===== src/rtl/pse_pkg.sv =====
// ----------------------------------------------------------------------------
// pse_pkg
// Shared types, codes and defaults for the postfix stack evaluator.
// ----------------------------------------------------------------------------
`default_nettype none
package pse_pkg;
    localparam int STACK_DEPTH_DEF = 32;
    localparam int DATA_WIDTH_DEF  = 32;
    localparam int CMD_W = 3;
    localparam int IO_W  = 32;
    localparam int ST_W  = 3;

    typedef enum logic [2:0] {
        CMD_NUMBER = 3'd0,
        CMD_ADD    = 3'd1,
        CMD_SUB    = 3'd2,
        CMD_MUL    = 3'd3,
        CMD_DIV    = 3'd4,
        CMD_FINISH = 3'd5,
        CMD_UNK    = 3'd6,
        CMD_UNK7   = 3'd7
    } t_cmd;

    typedef enum logic [2:0] {
        ST_OK       = 3'd0,
        ST_FEW      = 3'd1,
        ST_DIVZERO  = 3'd2,
        ST_EMPTY    = 3'd3,
        ST_OVERFLOW = 3'd4
    } t_status;

    typedef enum logic [2:0] {
        S_IDLE, S_RD_B, S_RD_A, S_EXEC, S_CALC, S_WRITE, S_FIN
    } t_state;

    typedef enum logic [1:0] {
        OP_ADD, OP_SUB, OP_MUL, OP_DIV
    } t_op;

    // Arithmetic unit control
    typedef struct packed {
        logic start;
        t_op  op;
    } t_alu_ctl;
endpackage
`default_nettype wire


===== src/rtl/pse_if.sv =====
// ----------------------------------------------------------------------------
// pse_in_if / pse_out_if
// Valid/ready channels carrying tokens in and results out.
// ----------------------------------------------------------------------------
`default_nettype none
interface pse_in_if;
    logic        valid;
    logic        ready;
    logic [2:0]  command;
    logic signed [31:0] operand_value;
    modport source (output valid, command, operand_value, input ready);
    modport sink   (input valid, command, operand_value, output ready);
endinterface

interface pse_out_if;
    logic        valid;
    logic        ready;
    logic signed [31:0] result_value;
    logic [2:0]  status;
    modport source (output valid, result_value, status, input ready);
    modport sink   (input valid, result_value, status, output ready);
endinterface
`default_nettype wire


===== src/rtl/pse_alu.sv =====
// ----------------------------------------------------------------------------
// pse_alu
// Shared arithmetic unit: add/sub, shift-add multiply and
// restoring divide, one bit per cycle.
// ----------------------------------------------------------------------------
`default_nettype none
module pse_alu #(
    parameter int DATA_WIDTH = pse_pkg::DATA_WIDTH_DEF
) (
    input  wire logic                  i_clk,
    input  wire logic                  i_rst_n,
    input  wire pse_pkg::t_alu_ctl     i_ctl,
    input  wire logic [DATA_WIDTH-1:0] i_a,
    input  wire logic [DATA_WIDTH-1:0] i_b,
    output logic                       o_done,
    output logic [DATA_WIDTH-1:0]      o_res
);
    localparam int CW = $clog2(DATA_WIDTH + 1);

    logic                  r_busy, n_busy;
    logic [CW-1:0]         r_cnt, n_cnt;
    logic [DATA_WIDTH-1:0] r_acc, n_acc;   // product or remainder
    logic [DATA_WIDTH-1:0] r_sh, n_sh;     // multiplier / dividend-quotient
    logic [DATA_WIDTH-1:0] r_m, n_m;       // multiplicand / divisor magnitude
    logic                  r_neg, n_neg;
    logic                  r_div, n_div;
    logic                  r_done, n_done;
    logic [DATA_WIDTH-1:0] r_res, n_res;
    logic [DATA_WIDTH:0]   w_trial;
    logic [DATA_WIDTH-1:0] w_ma, w_mb;

    assign w_ma = i_a[DATA_WIDTH-1] ? (~i_a + 1'b1) : i_a;
    assign w_mb = i_b[DATA_WIDTH-1] ? (~i_b + 1'b1) : i_b;
    assign w_trial = {r_acc, r_sh[DATA_WIDTH-1]} - {1'b0, r_m};

    // Sequencing of one operation
    always_comb begin
        n_busy = r_busy; n_cnt = r_cnt; n_acc = r_acc; n_sh = r_sh; n_m = r_m;
        n_neg = r_neg; n_div = r_div; n_done = 1'b0; n_res = r_res;
        if (i_ctl.start) begin
            case (i_ctl.op)
                pse_pkg::OP_ADD: begin
                    n_res = i_a + i_b; n_done = 1'b1;
                end
                pse_pkg::OP_SUB: begin
                    n_res = i_a - i_b; n_done = 1'b1;
                end
                pse_pkg::OP_MUL: begin
                    n_busy = 1'b1; n_div = 1'b0; n_acc = '0; n_sh = i_b; n_m = i_a;
                    n_cnt = CW'(DATA_WIDTH);
                end
                default: begin
                    n_busy = 1'b1; n_div = 1'b1; n_acc = '0; n_sh = w_ma; n_m = w_mb;
                    n_neg = i_a[DATA_WIDTH-1] ^ i_b[DATA_WIDTH-1];
                    n_cnt = CW'(DATA_WIDTH);
                end
            endcase
        end else if (r_busy) begin
            if (r_div) begin
                if (!w_trial[DATA_WIDTH]) begin
                    n_acc = w_trial[DATA_WIDTH-1:0];
                    n_sh = {r_sh[DATA_WIDTH-2:0], 1'b1};
                end else begin
                    n_acc = {r_acc[DATA_WIDTH-2:0], r_sh[DATA_WIDTH-1]};
                    n_sh = {r_sh[DATA_WIDTH-2:0], 1'b0};
                end
            end else begin
                if (r_sh[0]) n_acc = r_acc + r_m;
                n_sh = r_sh >> 1;
                n_m = r_m << 1;
            end
            n_cnt = r_cnt - 1'b1;
            if (r_cnt == CW'(1)) begin
                n_busy = 1'b0; n_done = 1'b1;
                if (r_div) n_res = r_neg ? (~n_sh + 1'b1) : n_sh;
                else n_res = n_acc;
            end
        end
    end

    always_ff @(posedge i_clk) begin
        if (!i_rst_n) begin
            r_busy <= 1'b0; r_done <= 1'b0;
        end else begin
            r_busy <= n_busy; r_done <= n_done;
        end
        r_cnt <= n_cnt; r_acc <= n_acc; r_sh <= n_sh; r_m <= n_m;
        r_neg <= n_neg; r_div <= n_div; r_res <= n_res;
    end

    assign o_done = r_done;
    assign o_res  = r_res;
endmodule
`default_nettype wire


===== src/rtl/postfix_stack_evaluator_top.sv =====
// ----------------------------------------------------------------------------
// postfix_stack_evaluator_top
// Postfix token evaluator with an operand stack memory and a shared ALU.
// ----------------------------------------------------------------------------
//  channel | dir | fields
//  s_in    | in  | command[2:0], operand_value[31:0]
//  m_out   | out | result_value[31:0], status[2:0] (one beat per finish)
//
//  Number tokens push on acceptance. Operators pass RD_B, RD_A, EXEC, CALC,
//  WRITE; unknown ones skip CALC, a zero divisor ends at EXEC, and mul/div
//  wait in CALC on the bit-serial ALU. Finish skips RD_B if empty/errored.
//  Stack reads go through the registered memory port, one per cycle.
//  Reset clears count, error and handshake; the stack needs no clearing.
//  A result beat waiting on m_out.ready holds off every input token.
`default_nettype none
module postfix_stack_evaluator_top #(
    parameter int STACK_DEPTH = pse_pkg::STACK_DEPTH_DEF,
    parameter int DATA_WIDTH  = pse_pkg::DATA_WIDTH_DEF
) (
    input  wire logic  i_clk,
    input  wire logic  i_rst_n,
    pse_in_if.sink     s_in,
    pse_out_if.source  m_out
);
    localparam int AW = (STACK_DEPTH > 1) ? $clog2(STACK_DEPTH) : 1;
    localparam int NW = $clog2(STACK_DEPTH + 1);

    pse_pkg::t_state r_state, n_state;
    logic [NW-1:0]   r_cnt, n_cnt;
    logic [2:0]      r_err, n_err;
    logic [2:0]      r_cmd;
    logic [DATA_WIDTH-1:0] r_b, r_a, r_rd;
    logic [DATA_WIDTH-1:0] mem [STACK_DEPTH];
    logic            w_we;
    logic [AW-1:0]   w_wa, w_ra;
    logic [DATA_WIDTH-1:0] w_wd;
    logic            w_acc;
    pse_pkg::t_alu_ctl w_ctl;
    logic            w_done;
    logic [DATA_WIDTH-1:0] w_res;
    logic            r_ov, n_ov;
    logic [31:0]     r_ovv, n_ovv;
    logic [2:0]      r_ovs, n_ovs;
    logic [DATA_WIDTH-1:0] w_ext;

    assign w_acc = s_in.valid && s_in.ready;
    assign s_in.ready = (r_state == pse_pkg::S_IDLE) && !r_ov;
    assign w_ext = DATA_WIDTH'({{32{s_in.operand_value[31]}}, s_in.operand_value});

    // Stack memory, registered read
    always_ff @(posedge i_clk) begin
        if (w_we) mem[w_wa] <= w_wd;
        r_rd <= mem[w_ra];
    end

    pse_alu #(.DATA_WIDTH(DATA_WIDTH)) u_alu (
        .i_clk(i_clk), .i_rst_n(i_rst_n), .i_ctl(w_ctl),
        .i_a(r_a), .i_b(r_b), .o_done(w_done), .o_res(w_res)
    );

    // Next state
    always_comb begin
        n_state = r_state;
        case (r_state)
            pse_pkg::S_IDLE: begin
                if (w_acc) begin
                    if (s_in.command == pse_pkg::CMD_FINISH) begin
                        n_state = (r_err == pse_pkg::ST_OK && r_cnt != '0)
                                  ? pse_pkg::S_RD_B : pse_pkg::S_FIN;
                    end else if (r_err == pse_pkg::ST_OK &&
                                 s_in.command != pse_pkg::CMD_NUMBER &&
                                 r_cnt >= NW'(2)) begin
                        n_state = pse_pkg::S_RD_B;
                    end
                end
            end
            pse_pkg::S_RD_B: n_state = (r_cmd == pse_pkg::CMD_FINISH)
                                       ? pse_pkg::S_FIN : pse_pkg::S_RD_A;
            pse_pkg::S_RD_A: n_state = pse_pkg::S_EXEC;
            pse_pkg::S_EXEC: begin
                if (r_cmd == pse_pkg::CMD_DIV && r_b == '0) n_state = pse_pkg::S_IDLE;
                else if (r_cmd == pse_pkg::CMD_UNK || r_cmd == pse_pkg::CMD_UNK7)
                    n_state = pse_pkg::S_WRITE;
                else n_state = pse_pkg::S_CALC;
            end
            pse_pkg::S_CALC:  if (w_done) n_state = pse_pkg::S_WRITE;
            pse_pkg::S_WRITE: n_state = pse_pkg::S_IDLE;
            pse_pkg::S_FIN:   n_state = pse_pkg::S_IDLE;
            default:          n_state = pse_pkg::S_IDLE;
        endcase
    end

    // Outputs and datapath control
    always_comb begin
        n_cnt = r_cnt; n_err = r_err; w_we = 1'b0;
        w_wa = AW'(r_cnt - NW'(2)); w_wd = w_res;
        w_ra = AW'(r_cnt - NW'(1));
        w_ctl.start = 1'b0; w_ctl.op = pse_pkg::OP_ADD;
        n_ov = r_ov && !m_out.ready; n_ovv = r_ovv; n_ovs = r_ovs;
        case (r_state)
            pse_pkg::S_IDLE: begin
                if (w_acc && s_in.command != pse_pkg::CMD_FINISH &&
                    r_err == pse_pkg::ST_OK) begin
                    if (s_in.command == pse_pkg::CMD_NUMBER) begin
                        if (r_cnt >= NW'(STACK_DEPTH)) n_err = pse_pkg::ST_OVERFLOW;
                        else begin
                            w_we = 1'b1; w_wa = AW'(r_cnt); w_wd = w_ext;
                            n_cnt = r_cnt + 1'b1;
                        end
                    end else if (r_cnt < NW'(2)) n_err = pse_pkg::ST_FEW;
                end
            end
            pse_pkg::S_RD_B: w_ra = AW'(r_cnt - NW'(2));
            pse_pkg::S_EXEC: begin
                if (r_cmd == pse_pkg::CMD_DIV && r_b == '0) n_err = pse_pkg::ST_DIVZERO;
                else begin
                    w_ctl.start = !(r_cmd == pse_pkg::CMD_UNK || r_cmd == pse_pkg::CMD_UNK7);
                    case (r_cmd)
                        pse_pkg::CMD_ADD: w_ctl.op = pse_pkg::OP_ADD;
                        pse_pkg::CMD_SUB: w_ctl.op = pse_pkg::OP_SUB;
                        pse_pkg::CMD_MUL: w_ctl.op = pse_pkg::OP_MUL;
                        default:          w_ctl.op = pse_pkg::OP_DIV;
                    endcase
                end
            end
            pse_pkg::S_WRITE: begin
                w_we = 1'b1;
                w_wd = (r_cmd == pse_pkg::CMD_UNK || r_cmd == pse_pkg::CMD_UNK7)
                       ? '0 : w_res;
                n_cnt = r_cnt - 1'b1;
            end
            pse_pkg::S_FIN: begin
                n_ov = 1'b1;
                n_ovs = (r_err != pse_pkg::ST_OK) ? r_err :
                        (r_cnt == '0) ? 3'(pse_pkg::ST_EMPTY) : 3'(pse_pkg::ST_OK);
                n_ovv = (r_err == pse_pkg::ST_OK && r_cnt != '0)
                        ? 32'(r_b) : 32'd0;
                n_cnt = '0; n_err = pse_pkg::ST_OK;
            end
            default: ;
        endcase
    end

    always_ff @(posedge i_clk) begin
        if (!i_rst_n) begin
            r_state <= pse_pkg::S_IDLE; r_cnt <= '0;
            r_err <= pse_pkg::ST_OK; r_ov <= 1'b0;
        end else begin
            r_state <= n_state; r_cnt <= n_cnt; r_err <= n_err; r_ov <= n_ov;
        end
        if (w_acc) r_cmd <= s_in.command;
        if (r_state == pse_pkg::S_RD_B) r_b <= r_rd;
        if (r_state == pse_pkg::S_RD_A) r_a <= r_rd;
        r_ovv <= n_ovv; r_ovs <= n_ovs;
    end

    assign m_out.valid = r_ov;
    assign m_out.result_value = r_ovv;
    assign m_out.status = r_ovs;
endmodule
`default_nettype wire


===== src/flat_wrapper.sv =====
// flat-port wrapper written by rule: the top's interface ports become plain ports
module postfix_stack_evaluator_top_flat 
#(
    parameter int STACK_DEPTH = pse_pkg::STACK_DEPTH_DEF,
    parameter int DATA_WIDTH  = pse_pkg::DATA_WIDTH_DEF
)
  (i_clk, i_rst_n, s_in_valid, s_in_command, s_in_operand_value, s_in_ready, m_out_valid, m_out_result_value, m_out_status, m_out_ready);
  pse_in_if s_in_i ();
  pse_out_if m_out_i ();
  input  wire logic i_clk;
  input  wire logic i_rst_n;
  input wire logic [$bits(s_in_i.valid)-1:0] s_in_valid;
  input wire logic [$bits(s_in_i.command)-1:0] s_in_command;
  input wire logic [$bits(s_in_i.operand_value)-1:0] s_in_operand_value;
  output wire logic [$bits(s_in_i.ready)-1:0] s_in_ready;
  output wire logic [$bits(m_out_i.valid)-1:0] m_out_valid;
  output wire logic [$bits(m_out_i.result_value)-1:0] m_out_result_value;
  output wire logic [$bits(m_out_i.status)-1:0] m_out_status;
  input wire logic [$bits(m_out_i.ready)-1:0] m_out_ready;
  assign s_in_i.valid = s_in_valid;
  assign s_in_i.command = s_in_command;
  assign s_in_i.operand_value = s_in_operand_value;
  assign s_in_ready = s_in_i.ready;
  assign m_out_valid = m_out_i.valid;
  assign m_out_result_value = m_out_i.result_value;
  assign m_out_status = m_out_i.status;
  assign m_out_i.ready = m_out_ready;
  postfix_stack_evaluator_top #(.STACK_DEPTH(STACK_DEPTH), .DATA_WIDTH(DATA_WIDTH)) u_core (.i_clk(i_clk), .i_rst_n(i_rst_n), .s_in(s_in_i), .m_out(m_out_i));
endmodule

===== config.mk =====
export PLATFORM = sky130hd
export DESIGN_NAME = postfix_stack_evaluator_top_flat
export DESIGN_NICKNAME = d
export VERILOG_FILES = /design/src/rtl/pse_pkg.sv /design/src/rtl/pse_if.sv /design/src/rtl/pse_alu.sv /design/src/rtl/postfix_stack_evaluator_top.sv /design/src/flat_wrapper.sv
export SDC_FILE = /design/constraint.sdc
export NUM_CORES = 2
export LEC_CHECK = 0
export ABC_AREA = 1
export BUFFER_PORTS_ARGS = -buffer_cell sky130_fd_sc_hd__buf_2
export CAP_MARGIN = 20
export CORE_ASPECT_RATIO = 1.5
export CORE_MARGIN = 10
export CORE_UTILIZATION = 57
export DETAILED_ROUTE_END_ITERATION = 10
export GPL_TIMING_DRIVEN = 0
export PLACE_DENSITY = 0.86
export SLEW_MARGIN = 20
export SYNTH_ARGS = -nofsm -noshare
export SYNTH_HDL_FRONTEND = slang
export SYNTH_SLANG_ARGS = --single-unit

===== constraint.sdc =====
create_clock -name i_clk -period 8.4 [get_ports i_clk]
set_input_delay 1.68 -clock i_clk [delete_from_list [all_inputs] [get_ports i_clk]]
set_output_delay 1.68 -clock i_clk [all_outputs]
set_load 0.02 [all_outputs]

==> impl_results.md <==
- Clock slew at reported path FFs: 70 ps
- Post-cts resize count: 0
- # DRC: 0
- Final std cells w/o fill: about 7,300
- WL met1: between 60,000 and 70,000 um
- Status: completed
- Initial Util: roughly 57%
- R2R Path Start: u_core.r_b[31]
- Via/cell ratio: 6.876
- Area leader, netlist: edfxtp_1
- Pwr dens: roughly 300 mW/mm^2
- Worst Tran Pin Value: 1325 ps
- Clk buf depth: 3
- RSZ-0062 raised after global routing: false
- Fin crit share: between 80 and 90%
- Post-synth EDFFs: 1,262
- Grt ovf: 0
- HP Start: u_core.r_rd[22]
- Post-CTS Setup Bufs: 0
- Sum Neg Setup Slack: 0 ps
- Fill count: 7,757
- DP Area: ~0.065 mm^2
- Metal2 WL: ~110,000 um
- Ys flop type: edfxtp_1
- Die Footprint: roughly 0.12 mm^2
- Clock Latency Late Sink: ~780 ps
- GPL Wtd Cong: approximately 1.0
- Cells after Synth: between 5,000 and 6,000
- Synth top area share: 62.47%
- Slew HR: between 10% and 20%
- Flops & latches, synth: approximately 1,300
- First-pass GRT wire length: around 340,000 um
- Die H: ~420 um
- Post-Syn Area: just over 0.06 mm^2
- Vias: 50,350
- Die width: approximately 290 um
- Port bufs: between 70 and 80
- Register Area: 0.03884 mm^2
- Min-Delay Path Class: reg -> reg
- Share of layout cells above drive strength 1: between 10 and 15%
- First DRT Iteration DRCs: a little under 8,000
- Fmax: roughly 0.14 GHz
- Avg Inst Size Synth: ~11 um^2
- Mapped Nets: 5,688
- Antenna violations before repair: 23
- Clk root buf: clkbuf_16
- Pleak: roughly 24 nW
- Top cells by count, synth: edfxtp_1 (1,262), nor2_1 (842), o21ai_0 (820)
- CTS buffer count: around 110
- Post-DP HPWL: between 150,000 and 200,000 um
- Placed cell count: approximately 7,100
- Multi-input gate area: just under 0.02 mm^2
- Design Area, Final: approximately 0.069 mm^2
- Setup violators final: 0
- DRT antenna net count: 0
- Total Routed Length: between 200,000 and 250,000 um
- Hold buffers post-CTS: 0
- Yosys warns: 0
- FP Rows: about 150
- Core box area: roughly 0.11 mm^2
- Peak fanout along the critical path: 10
- Max_cap viols: 0
- Metal3 WL: 30,750 um
- Synth unique cells: 66
- H-tree lvl count: 3
- Async S/R FF share, synth: 0%
- GR Util All Layers: between 40% and 50%
- Routed WL per cell: around 33 um
- CP Capture Type: register
- Top post-synthesis cells by area: edfxtp_1 (62%), o21ai_0 (6.8%), nor2_1 (5.2%)
- Vias in the first global route: 49,970
- Post-synthesis sequential area ratio: 64.02%
- # nets final: about 6,000
- Sink Count: roughly 1,300
- Worst setup path start: u_core.r_b[31]
- Final Max Slew Viols: 0
- Clock skew: about 68 ps
- WP data required: 8860 ps
- Layout Area Growth over Synthesis: 13.93%
- Max layer used: met5
- Final Hold Vio Count: 0
- Max rail drop VDD: between 0.2 and 0.3 mV
- Hold WS: 401.1 ps
- 1st-pass router iterations: 7
- CP Launch Type: register
- CP Class: reg -> reg
- Cell with the most instances after synthesis: edfxtp_1
- Worst path arrival time: 7430 ps
- Fin crit period: roughly 7000 ps
- Largest net degree at the start of global routing: 40
- TritonCTS clock tree: done
- IO Count: 76
## sequential cells by signal (all words and copies together), names as in the netlist, 32 cells and up
register	count
u_core.u_alu.r_sh	32
u_core.u_alu.r_acc	32
u_core.m_out.result_value	32
u_core.u_alu.o_res	32
u_core.r_b	32
u_core.u_alu.r_m	32
u_core.r_rd	32
u_core.r_a	32
u_core.mem	1024
## final timing paths
kind         depth (start not counted)  slack (ps)                     end
max                                 27        1430  u_core.u_alu.o_res[22]
min                                  0         400          u_core.r_b[22]
max reg2reg                         27        1430  u_core.u_alu.o_res[22]
min reg2reg                          0         400          u_core.r_b[22]
## cell families after synthesis
kind of cell               after synthesis  share of synthesized area (%)
DFF                                   1309                          64.02
AOI/OAI and AO/OA                     1623                          15.75
xor gates and xnor gates               131                          1.891
and+or+nand+nor                       1684                          11.42
adders and majority gates              110                          2.306
buffers and inverters                  682                          4.608
## where the power goes
| part | internal [mW] | switching [mW] | total [mW] | leakage, nW |
|---|---|---|---|---|
| combinational | 1.72 | 6.04 | 7.76 | 10.4 |
| sequential | 7.44 | 0.142 | 7.58 | 11.8 |
| clock | 2.95 | 2.55 | 5.50 | 1.85 |
| total | 12.1 | 8.73 | 20.8 | 24.0 |
## critical path, cell delays in order (launching register included)
cell,delay (ps)
edfxtp_1,680
nor2_1,300
nand4_1,340
nor4_2,870
nand3_1,180
nand2_2,190
inv_2,80
nand3_1,540
buf_4,360
inv_1,310
nand2_1,140
o21ai_0,100
ha_1,380
nand2_1,70
o21ai_1,210
a21oi_1,170
o21ai_2,200
nand2_1,70
nand2_1,190
inv_1,90
o21ai_0,400
nand2_1,110
nand2_1,130
nand2_1,100
nand2_1,90
nand2_1,50
nand2_1,100
nand3_1,180
## per-stage QoR
stage | setup slack (ps) | utilization (%) | total power [mW]
after floorplan | 397.0 | - | 11.32
after global placement | -4488 | 59.47 | 14.25
after detailed placement | 1891 | 61.78 | 14.56
after CTS | 1885 | 65.41 | 19.99
after global routing | 1371 | 65.44 | 20.99
final | 1434 | 65.45 | 20.84
## area by class of cell
| class | instances | area share, % |
|---|---|---|
| Clock buffer | 133 | 4.276 |
| Clock inverter | 80 | 1.269 |
| Timing Repair Buffer | 153 | 3.132 |
| Buffer | 312 | 2.049 |
| Multi-Input combinational cell | 3548 | 28.48 |
| Tap cell | 1406 | 2.545 |
| Inverter | 370 | 2.013 |
| Sequential cell | 1309 | 56.20 |
| Antenna cell | 11 | 0.03983 |
## cells in the final DEF, fill, tap and decap left out, types with 40 or more instances in the layout
master and n:
xnor2_1 40, buf_2 159, clkbuf_1 196, a21oi_1 236, o21ai_0 786, clkbuf_16 115
edfxtp_1 1262, o22ai_1 63, nand2_1 583, nor2_1 807, o221ai_1 209, nand3_1 136
inv_1 349, ha_1 107, nor2_4 40, dfxtp_1 47, a31oi_1 87, o211ai_1 90
xor2_1 91, o21ai_1 44
## routing by layer
layer	vias to the layer above	track usage, %
met1	23250	37.90
li1	20710	-
met2	4763	65.50
met3	1610	13.17
met5	-	0.08061
met4	18	42.99
No activity file was read; power rests on OpenSTA's default activity.
